**src/rtl/core/lcfs_pkg.sv**
```systemverilog
`default_nettype none
package lcfs_pkg;

  localparam int TIME_BITS  = 32;
  localparam int RATIO_BITS = 16;
  // The integer part of the long division covers a 33-bit non-negative time offset.
  localparam int INT_STEPS  = 33;
  localparam int DIV_STEPS  = INT_STEPS + RATIO_BITS;
  localparam int FIFO_DEPTH = 4;
  localparam int PTR_W      = $clog2(FIFO_DEPTH);

  typedef struct packed {
    logic signed [31:0] play_time;
    logic [30:0]        seg_start;
    logic [30:0]        fixed_len;
    logic [30:0]        preutter_len;
    logic [30:0]        total_len;
    logic [15:0]        source_id;
    logic [15:0]        gain_in;
    logic               list_end;
  } item_t;

  // One finished segment, ready to be turned into one or two frames.
  typedef struct packed {
    logic        is_loop;
    logic [31:0] pos_a;
    logic [31:0] pos_b;
    logic [15:0] src;
    logic [15:0] gain;
    logic [15:0] gcnt;
    logic        lend;
  } ent_t;

  // Contents of one divider pipeline stage.
  typedef struct packed {
    logic                 vld;
    logic                 is_loop;
    logic signed [32:0]   pos_fix;
    logic [31:0]          fea;
    logic [31:0]          fel;
    logic [30:0]          div;
    logic                 div_ok;
    logic [30:0]          r;
    logic [DIV_STEPS-1:0] q;
    logic [30:0]          rem;
    logic [15:0]          src;
    logic [15:0]          gain;
    logic                 lend;
  } stg_t;

  localparam longint SAT_HI = (64'sd1 <<< (TIME_BITS - 1)) - 64'sd1;
  localparam longint SAT_LO = -SAT_HI - 64'sd1;

  function automatic logic [31:0] sat_pos(input logic signed [33:0] v);
    longint w;
    w = longint'(v);
    if (w > SAT_HI) w = SAT_HI;
    if (w < SAT_LO) w = SAT_LO;
    return w[31:0];
  endfunction

endpackage
`default_nettype wire

```
**src/rtl/core/lcfs_fifo.sv**
```systemverilog
`default_nettype none
module lcfs_fifo (
  input  wire logic          clk,
  input  wire logic          rst,
  input  wire logic          push,
  input  wire lcfs_pkg::ent_t wdata,
  input  wire logic          pop,
  output lcfs_pkg::ent_t     head,
  output logic               not_empty,
  output logic               full
);
  import lcfs_pkg::*;

  ent_t             mem [0:FIFO_DEPTH-1];
  logic [PTR_W-1:0] wptr;
  logic [PTR_W-1:0] rptr;
  logic [PTR_W:0]   count;

  always_ff @(posedge clk) begin
    if (push) mem[wptr] <= wdata;
  end

  always_ff @(posedge clk) begin
    if (rst) begin
      wptr  <= '0;
      rptr  <= '0;
      count <= '0;
    end else begin
      if (push) wptr <= wptr + 1'b1;
      if (pop)  rptr <= rptr + 1'b1;
      count <= count + (PTR_W+1)'(push) - (PTR_W+1)'(pop);
    end
  end

  assign head      = mem[rptr];
  assign not_empty = count != '0;
  assign full      = count == (PTR_W+1)'(FIFO_DEPTH);

endmodule
`default_nettype wire

```
**config.mk**
```make
export PLATFORM = sky130hd
export DESIGN_NAME = lcfs_fifo
export DESIGN_NICKNAME = d
export VERILOG_FILES = /design/src/rtl/core/lcfs_pkg.sv /design/src/rtl/core/lcfs_fifo.sv
export SDC_FILE = /design/constraint.sdc
export NUM_CORES = 1
export LEC_CHECK = 0
export BUFFER_PORTS_ARGS = -buffer_cell sky130_fd_sc_hd__buf_2
export CAP_MARGIN = 20
export CORE_MARGIN = 2
export CORE_UTILIZATION = 45
export DETAILED_ROUTE_END_ITERATION = 8
export HOLD_SLACK_MARGIN = 0.15
export SYNTH_ARGS = -nofsm -noshare
export SYNTH_HDL_FRONTEND = slang
export SYNTH_SLANG_ARGS = --single-unit
```
**constraint.sdc**
```tcl
create_clock -name clk -period 8.1 [get_ports clk]
set_input_delay 1.62 -clock clk [delete_from_list [all_inputs] [get_ports clk]]
set_output_delay 1.62 -clock clk [all_outputs]
set_load 0.005 [all_outputs]
```
==> impl_metrics.py <==
metrics = {
    "route": {
        "vias": 7428,
        "antenna_left": 0,
        "viasPerCell": 5.28,
        "wl_met1_mm": 13.6,
        "routed_wl_mm": 31.3,
        "dr_wl_met2_mm": 14.9,
        "drt-pass1-iter-count": 4,
        "routed-wl-met3_mm": 2.10,
        "wl_per_cell_um": 22.3,
        "top_layer_used": "met5",
        "drtIter0Drc": 356,
        "drc": 0,
    },
    "floorplanning": {
        "pin_count": 234,
        "start_util": 0.459,
        "fp.dieArea_mm2": 0.0391,
        "die_w_um": 198,
        "rows": 70,
        "coreArea_mm2": 0.0368,
        "die_h_um": 198,
    },
    "clock_network": {
        "cts_tree": "done",
        "htree_levels": 2,
        "cts_made_buffers": 47,
        "clk-insertion-delay-late_ps": 560,
        "cts_buffer_depth": 3,
        "cts_hold_buf": 0,
        "path_clk_slew_ps": 60,
        "cts_sinks": 465,
        "cts_resized": 0,
        "clockRootBuffer": "clkbuf_16",
        "cts_setup_buffers": 0,
    },
    "timing": {
        "period_share": 0.570,
        "fmaxAchievable_mhz": 216,
        "final_hold_viol_count": 0,
        "tns_ps": 0,
        "min_period_ps": 4620,
        "worst_slew_pin_slew_ps": 1070,
        "slew_headroom": 0.285,
        "final_max_slew_viol_count": 0,
        "setup_viol": 0,
        "finClkSkew_ps": 13.1,
        "rsz0062_at_grt": "false",
    },
    "finish": {
        "diodes": 0,
        "fillers": 2844,
        "syn2layout_area_growth_pct": 18.4,
        "nNetsFinal": 1028,
        "drive_gt1_frac": 0.450,
    },
    "placement": {
        "dp_hpwl_mm": 17.7,
        "io_buffers": 233,
        "place.gp.congestion": 0.682,
    },
    "global_route": {
        "grt_start_max_net_pins": 70,
        "grt-ovfl-total": 0,
        "gr-usage-all-layers": 0.163,
        "grt_antenna_before_repair": 5,
        "grt_pass1_vias": 7969,
        "grt_pass1_wl_mm": 47.1,
    },
    "synth": {
        "syn_nets": 763,
        "syn_area_per_cell_um2": 26.5,
        "synth.distinct_cells": 21,
        "ys_ff_latch": 465,
        "syn-cell-area_mm2": 0.0169,
        "synth_area_leaders": "edfxtp_1 (81%), mux4_2 (15%), dfxtp_1 (1.1%)",
        "ys_warn_count": 0,
        "yosysTopAreaCell": "edfxtp_1",
        "ys_seq_area_frac": 0.821,
        "synthCells": 638,
        "synth_top_area_frac": 0.810,
    },
    "run": {
        "drv_cap": 0,
    },
    "worst_setup_path": {
        "cp.required_ps": 6480,
        "crit_end": "head[15]",
        "critPathArrivalTime_ps": 3000,
        "path_max_fanout": 68,
        "rr_worst_depth": 4,
        "worstSetupEndpointType": "output port",
        "start_kind": "flip-flop",
        "r2r_slack_ps": 5500,
        "timing.rr.end": "mem[2][59]",
        "worst-setup-path-type": "flip-flop to output port",
        "worstReg2RegStart": "wptr[0]",
    },
    "power": {
        "p_leak_nw": 6.71,
        "p_total_mw": 5.29,
        "peakVddDrop_mv": 0.185,
        "powerDensity_mw_per_mm2": 264,
    },
    "min_path": {
        "hold_start": "rptr[1]",
        "hold_path_class": "flip-flop to flip-flop",
    },
    "status": {
        "outcome": "completed",
    },
}
[cells by family after synthesis]
kind of cell	count (synthesis)	synth area share
flip-flops	465	0.821
multiplexers	115	0.153
buffers and inverters	32	0.0132
AND/OR/NAND/NOR	14	0.00452
adder cells (fa/ha/maj)	7	0.00563
XOR/XNOR	3	0.00244
AO/OA/AOI/OAI	2	0.000888
[state kept, by name (all words and copies together) (netlist names), named ones only]
name	flops
count	3
wptr	2
rptr	2
mem	456
[layout make-up]
class | count | area, um^2 | area share
clock inverters | 26 | 191 | 0.00957
multi-input cells | 141 | 2820 | 0.141
well taps | 468 | 586 | 0.0293
flip-flops and latches | 465 | 13900 | 0.694
repair buffers | 242 | 1250 | 0.0627
clock buffers | 58 | 1260 | 0.0630
inverters | 6 | 22.5 | 0.00113
[metrics by stage]
step / area (um^2) / cells / hold slack (ps) / utilization / worst slack, ps
6_report: 20000 / 1406 / 531 / 0.544 / 3480
2_1_floorplan: 16900 / 638 / 492 / - / 3370
5_1_grt: 20000 / 1406 / 565 / 0.544 / 3280
3_3_place_gp: 18500 / 1321 / 506 / 0.504 / 3790
4_1_cts: 20000 / 1405 / 534 / 0.543 / 3150
3_5_place_dp: 18500 / 1321 / 524 / 0.504 / 3760
[per-layer routing]
| layer | track usage | vias up |
|---|---|---|
| met3 | 0.0497 | 51 |
| met5 | 0 | - |
| met2 | 0.257 | 187 |
| met4 | 0.0535 | 10 |
| met1 | 0.218 | 3891 |
| li1 | - | 3289 |
[worst min-delay path by stage]
stage | endpoint | slack, ps | cells past startpoint
floorplan | flip-flop | 490 | 2
global placement | flip-flop | 510 | 2
detailed placement | flip-flop | 520 | 2
CTS | flip-flop | 530 | 2
finish | flip-flop | 530 | 2
global route | flip-flop | 560 | 2
[synth_stat cells]
cell,count
clkbuf_1,5
nor2b_1,2
edfxtp_1,456
ha_1,6
inv_1,6
nand3b_1,1
buf_6,1
a21oi_1,1
dfxtp_1,9
nor2_1,5
mux4_2,114
mux2i_1,1
a21bo_2,1
xnor2_1,2
and2_1,4
and3_1,1
buf_8,7
fa_1,1
or3_1,1
xor3_1,1
buf_2,13
[where the power goes]
part	internal, mW	switching, mW	total, mW
sequential	2.77	0.0400	2.81
combinational	0.223	0.220	0.443
clock	1.19	0.844	2.04
total	4.18	1.10	5.29
[worst max-delay path: stages, from the launching register on]
cell	delay, ps
dfxtp_4	1040
buf_4	760
mux4_2	450
buf_2	150
[placed cells by master, fill, tap and decap left out, drive strengths merged]
cell type  count
nor2           5
clkinv        22
edfxtp       456
and2           4
or3            1
nor2b          2
xnor2          2
inv            7
buf          242
a21oi          1
mux2i          1
fa             1
mux4         114
clkbuf        58
bufinv         3
a21bo          1
dfxtp          9
ha             6
nand3b         1
xor3           1
and3           1
Power figures use the tool's default switching activity.
