### config.mk
export PLATFORM = sky130hd
export DESIGN_NAME = lcfs_back
export DESIGN_NICKNAME = d
export VERILOG_FILES = /design/src/rtl/core/lcfs_pkg.sv /design/src/rtl/core/lcfs_back.sv
export SDC_FILE = /design/constraint.sdc
export NUM_CORES = 1
export LEC_CHECK = 0
export ABC_AREA = 1
export BUFFER_PORTS_ARGS = -buffer_cell sky130_fd_sc_hd__buf_2
export CAP_MARGIN = 20
export CORE_ASPECT_RATIO = 0.75
export CORE_MARGIN = 2
export CORE_UTILIZATION = 45
export DETAILED_ROUTE_END_ITERATION = 10
export PLACE_DENSITY = 0.89
export SKIP_CTS_REPAIR_TIMING = 1
export SLEW_MARGIN = 20
export SYNTH_ARGS = -nofsm -noshare
export SYNTH_HDL_FRONTEND = slang
export SYNTH_SLANG_ARGS = --single-unit
export TNS_END_PERCENT = 10
### constraint.sdc
create_clock -name clk -period 4.45 [get_ports clk]
set_input_delay 0.6675 -clock clk [delete_from_list [all_inputs] [get_ports clk]]
set_output_delay 0.6675 -clock clk [all_outputs]
set_load 0.01 [all_outputs]
### src/rtl/core/lcfs_pkg.sv
`default_nettype none
package lcfs_pkg;

  localparam int TIME_BITS  = 32;
  localparam int RATIO_BITS = 16;
  // The integer part of the long division covers a 33-bit non-negative time offset.
  localparam int INT_STEPS  = 33;
  localparam int DIV_STEPS  = INT_STEPS + RATIO_BITS;
  localparam int FIFO_DEPTH = 4;
  localparam int PTR_W      = $clog2(FIFO_DEPTH);

  typedef struct packed {
    logic signed [31:0] play_time;
    logic [30:0]        seg_start;
    logic [30:0]        fixed_len;
    logic [30:0]        preutter_len;
    logic [30:0]        total_len;
    logic [15:0]        source_id;
    logic [15:0]        gain_in;
    logic               list_end;
  } item_t;

  // One finished segment, ready to be turned into one or two frames.
  typedef struct packed {
    logic        is_loop;
    logic [31:0] pos_a;
    logic [31:0] pos_b;
    logic [15:0] src;
    logic [15:0] gain;
    logic [15:0] gcnt;
    logic        lend;
  } ent_t;

  // Contents of one divider pipeline stage.
  typedef struct packed {
    logic                 vld;
    logic                 is_loop;
    logic signed [32:0]   pos_fix;
    logic [31:0]          fea;
    logic [31:0]          fel;
    logic [30:0]          div;
    logic                 div_ok;
    logic [30:0]          r;
    logic [DIV_STEPS-1:0] q;
    logic [30:0]          rem;
    logic [15:0]          src;
    logic [15:0]          gain;
    logic                 lend;
  } stg_t;

  localparam longint SAT_HI = (64'sd1 <<< (TIME_BITS - 1)) - 64'sd1;
  localparam longint SAT_LO = -SAT_HI - 64'sd1;

  function automatic logic [31:0] sat_pos(input logic signed [33:0] v);
    longint w;
    w = longint'(v);
    if (w > SAT_HI) w = SAT_HI;
    if (w < SAT_LO) w = SAT_LO;
    return w[31:0];
  endfunction

endpackage
`default_nettype wire

### src/rtl/core/lcfs_back.sv
`default_nettype none
module lcfs_back (
  input  wire logic          clk,
  input  wire logic          rst,
  input  wire lcfs_pkg::ent_t head,
  input  wire logic          not_empty,
  output logic               pop,
  output logic               strobe,
  output logic signed [31:0] frame_pos,
  output logic [15:0]        frame_source,
  output logic [15:0]        frame_gain,
  output logic               run_last,
  output logic               list_last
);
  import lcfs_pkg::*;

  // High while the mirrored frame of a loop segment is still owed.
  logic second;

  assign pop = not_empty && (second || !head.is_loop);

  always_ff @(posedge clk) begin
    if (rst) begin
      strobe <= 1'b0;
      second <= 1'b0;
    end else begin
      strobe <= not_empty;
      if (not_empty) second <= head.is_loop && !second;
    end
  end

  always_ff @(posedge clk) begin
    frame_source <= head.src;
    if (second) begin
      frame_pos  <= head.pos_b;
      frame_gain <= head.gcnt;
      run_last   <= 1'b1;
      list_last  <= head.lend;
    end else begin
      frame_pos  <= head.pos_a;
      frame_gain <= head.gain - head.gcnt;
      run_last   <= !head.is_loop;
      list_last  <= !head.is_loop && head.lend;
    end
  end

endmodule
`default_nettype wire

==> run metrics, run 1 <==
area leader, netlist=dfxtp_1; Reg clk slew, reported paths=80 ps; Final ANT Viol Nets=0; CTS tree=done; unrepaired setup endpoints after global routing=no; synthesized area per cell=7.15 µm²; row count=25; ys flop type=dfxtp_1; slew at the pin closest to its max-slew limit=904 ps; Tcrit/Tclk final=53.5%; CP arrival=1710 ps; ys async rst share=0%; Routed WL per cell=11.8 µm; filler instances=590; synthesized instance count=419; Clock Root Buffer=clkbuf_8; # port buffers=184; Max Fclk=0.420 GHz; PD cells=379 nW/µm²; Num Clock Sinks=68; post-synthesis sequential area ratio=45.4%; initial core utilization=47.0%; maximum buffer depth of the clock tree=2; reg2reg setup slack=2950 ps; Max-Slew Margin vs Limit=39.7%; largest cells by area after synthesis=dfxtp_1 (45%), nand2_1 (24%), inv_1 (6.6%); drt initial violations=92; top-count cell post-synth=nand2_1; final setup TNS=0 ps; Fin Hold WS=432 ps; status=complete, no violations; worst r2r dst=second; DRC=0; Worst Skew=8.14 ps; CP max-delay cell=inv_2; crit-path cells=inv_2 -> a21oi_1 -> buf_2; full die area=7330 µm²; share of cells above drive strength 1=36.1%; hpwl dp=6.42 mm; Slew Viols, Final=0; Core Area=6380 µm²; crit-path max FO=54; Syn. warnings=0; number of global-route vias before repair=2967; Worst Hold Launch=head[34]; area of the mapped netlist=3000 µm²; Congestion Overflow GR=0; Inserted Clock Buffers=9; area occupied by multi-input gates=1360 µm²; ranking of synthesized cells by instance count=nand2_1 (191), dfxtp_1 (68), inv_1 (53); initial antenna violation count=0; Placed Area=3970 µm²; syn nets=552; H-tree depth=3; Die Height=74.7 µm; via density per instance=4.61; top cell type's share of synthesized area=45.4%; CP Class=flip-flop to primary output; Via Count=3182; nets@finish=738; hold crit path type=input port to flip-flop; beginning of the critical path=second; GP Congestion=0.870; delay of the slowest cell on the worst path=630 ps; hold path endpoint=frame_source[1]; drt total wl=8.14 mm; Fin. Hold Viols=0; Layout area overhead=39.6%; Tmin final=2380 ps; reg2reg start=second; Die Width=98.2 µm; Static Leak=2.52 nW; final setup vio count=0; worst reg2reg path depth=3; antenna cell count=0; synth unique cells=28; All-Layer GR Usage=22.7%; Worst Hold Depth=1; maxcap violations=0; WP data required=3780 ps; Peak VDD IR=0.167 mV; register area=1360 µm²; nature of the critical path startpoint=flip-flop; #FFs+latches synth=68; clock latency on the worst-skew pair=330 ps; Design Area, Final=4180 µm²; Post-synth EDFFs=0; first-pass GRT wire length=13.2 mm; num ports=185; largest net degree at the start of global routing=55; Pre-Repair DR Iteration Count=4; Setup crit end kind=primary output
## metrics by stage
stage / utilization [%] / setup WS [ps] / total power, mW / instances
after detailed placement: 62.2 / 2270 / 1.05 / 675
after floorplan: - / 2530 / 0.902 / 419
after global placement: 62.2 / 2340 / 1.04 / 675
final: 65.5 / 2070 / 1.59 / 690
after CTS: 65.5 / 2040 / 1.61 / 690
after global routing: 65.5 / 1960 / 1.68 / 690
## state kept, by name, indices dropped and copies added, names as in the netlist
name / cells
strobe: 1
frame_pos: 32
run_last: 1
second: 1
list_last: 1
frame_source: 16
frame_gain: 16
## placed cells by master, fill, tap and decap left out, types with 3 or more instances in the layout
| cell | count |
|---|---|
| nor2_1 | 12 |
| o21ai_0 | 4 |
| clkbuf_8 | 9 |
| buf_2 | 184 |
| o21ai_1 | 6 |
| dfxtp_1 | 67 |
| a21oi_1 | 9 |
| nand2_1 | 191 |
| inv_1 | 53 |
| ha_1 | 15 |
| nand2_2 | 5 |
| or2_1 | 3 |
| nand3_1 | 20 |
| nand2_4 | 3 |
| inv_2 | 5 |
## cell type report
class / instances / share of cell area (%)
Multi-Input combinational cell: 283 / 32.5
Clock inverter: 6 / 2.12
Sequential cell: 68 / 32.6
Timing Repair Buffer: 185 / 22.2
Clock buffer: 9 / 2.96
Tap cell: 81 / 2.42
Inverter: 58 / 5.20
## worst max-delay path by stage
stage	endpoint	slack, ps
6_report	pop	2070
2_1_floorplan	frame_gain[12]	2530
4_1_cts	pop	2040
3_5_place_dp	frame_gain[12]	2270
5_1_grt	pop	1960
3_3_place_gp	frame_gain[12]	2340
## power breakdown
group / total, mW / switching, mW / internal [mW]
clock network: 0.551 / 0.238 / 0.313
registers: 0.688 / 0.0149 / 0.673
logic: 0.346 / 0.200 / 0.147
## layer usage
metal / vias up / GRT usage, % / wire length, µm
li1: 1639 / - / -
met1: 1401 / 24.9 / 3240
met2: 124 / 41.7 / 4050
met3: 18 / 7.24 / 632
met4: 0 / 9.89 / 210
met5: - / 0 / 0
## logic make-up (layout without fill, tap and decap cells)
kind of cell | count (synthesis) | after routing | synth area share, %
AOI/OAI and AO/OA | 23 | 23 | 4.18
xor gates and xnor gates | 1 | 1 | 0.292
adders and majority gates | 16 | 16 | 6.93
buffers and inverters | 68 | 258 | 9.19
DFF | 68 | 68 | 45.4
and+or+nand+nor | 243 | 243 | 34.0
## critical path, delay by kind of cell (launching register included)
kind                   cells  cell delay (ps)
buffers and inverters      2              830
flip-flops                 1              330
AO/OA/AOI/OAI              1              200
Note: power is estimated with default switching activity, not from simulation.
==> run 2, diff against run 1 <==
Settings changed: CORE_UTILIZATION 45 to 43, PLACE_DENSITY 0.89 to 0.86.
Clock period 4.45 ns to 2.35 ns, I/O delays scaled along.
==> run metrics, run 2 (synthesis gave the netlist of run 1 again) <==
status=complete, no violations; Pre-Repair DR Iteration Count=4; Layout area overhead=40.3%; most frequent cells in the layout=nand2_1 (191), buf_2 (184), dfxtp_1 (68), inv_1 (53), nand3_1 (20); Static Leak=2.53 nW; CP Class=flip-flop to primary output; Tcrit/Tclk final=70.2%; hold crit path type=input port to flip-flop; GP Congestion=0.868; nets@finish=739; clock latency on the worst-skew pair=340 ps; Reg clk slew, reported paths=80 ps; num ports=185; largest registers=frame_pos: 32 flops, frame_gain: 16 flops, frame_source: 16 flops; Slew Viols, Final=0; number of flip-flops in the largest register=32; nature of the critical path startpoint=flip-flop; Largest Register=frame_pos; initial antenna violation count=0; WP data required=2000 ps; Max Fclk=0.606 GHz; Num Clock Sinks=68; top layer in use=met4; Die Width=100 µm; maximum buffer depth of the clock tree=2; full die area=7660 µm²; Power, Total=3.04 mW; slew at the pin closest to its max-slew limit=468 ps; All-Layer GR Usage=21.1%; share of cells above drive strength 1=36.2%; # port buffers=184; final setup TNS=0 ps; commonest non-fill, non-tap cell in the layout=nand2_1; DRC=0; first-pass GRT wire length=12.9 mm; antenna cell count=0; Core Area=6770 µm²; met3 wire length=588 µm; largest net degree at the start of global routing=47; filler instances=622; Max-Slew Margin vs Limit=68.8%; unrepaired setup endpoints after global routing=no; Die Height=76.3 µm; reg2reg setup slack=1060 ps; Setup crit end kind=primary output; met2 WL post-DR=4.21 mm; row count=26; Routed WL per cell=11.9 µm; hpwl dp=6.63 mm; H-tree depth=3; PD cells=723 nW/µm²; Inserted Clock Buffers=9; Peak VDD IR=0.318 mV; via density per instance=4.55; maxcap violations=0; final setup vio count=0; Fin. Hold Viols=0; initial core utilization=44.3%; Worst Skew=7.37 ps; CP arrival=1300 ps; crit-path max FO=28; Clock Root Buffer=clkbuf_8; Congestion Overflow GR=0; drt total wl=8.28 mm; Tmin final=1650 ps; drt initial violations=84; Via Count=3161; Final ANT Viol Nets=0; CTS tree=done; number of global-route vias before repair=2927; met1 wire length=3.30 mm
==> run 2: where the power goes <==
| group | internal [mW] | total (mW) | switching [mW] |
|---|---|---|---|
| clock | 0.605 | 1.08 | 0.470 |
| combinational | 0.279 | 0.661 | 0.382 |
| sequential | 1.27 | 1.30 | 0.0297 |
| total | 2.16 | 3.04 | 0.882 |
==> run 2: stage by stage <==
stage | cells | area [µm²] | setup slack [ps] | util [%] | hold slack [ps]
finish | 695 | 4200 | 699 | 62.1 | 113
global route | 695 | 4200 | 574 | 62.1 | 89.7
CTS | 695 | 4200 | 667 | 62.1 | 95.7
detailed placement | 679 | 3980 | 511 | 58.8 | 456
global placement | 679 | 3980 | 554 | 58.8 | 456
floorplan | 419 | 3000 | 749 | - | 380
==> run 2: cell type report <==
type	count	area (µm²)	area share, %
well taps	84	105	2.50
flip-flops and latches	68	1360	32.4
repair buffers	186	936	22.3
inverters	58	218	5.18
multi-input cells	283	1360	32.4
clock inverters	7	98.8	2.35
clock buffers	9	124	2.95
==> run 2: metal layers <==
metal / global-route usage [%] / vias to the layer above
met1: 22.5 / 1392
met4: 8.49 / 0
li1: - / 1638
met5: 0 / -
met2: 38.3 / 111
met3: 6.61 / 20
==> run 2: critical path, cell delays in order, from the launching register on <==
cell and delay (ps):
dfxtp_1 330, inv_2 330, a21oi_1 140, buf_2 170
==> run 2: worst paths after layout <==
kind	cells after the start	endpoint	from
worst max-delay path	3	pop	second
worst min register to register	2	run_last	second
worst min-delay path	1	frame_source[14]	head[47]
worst max register to register	4	frame_gain[4]	second
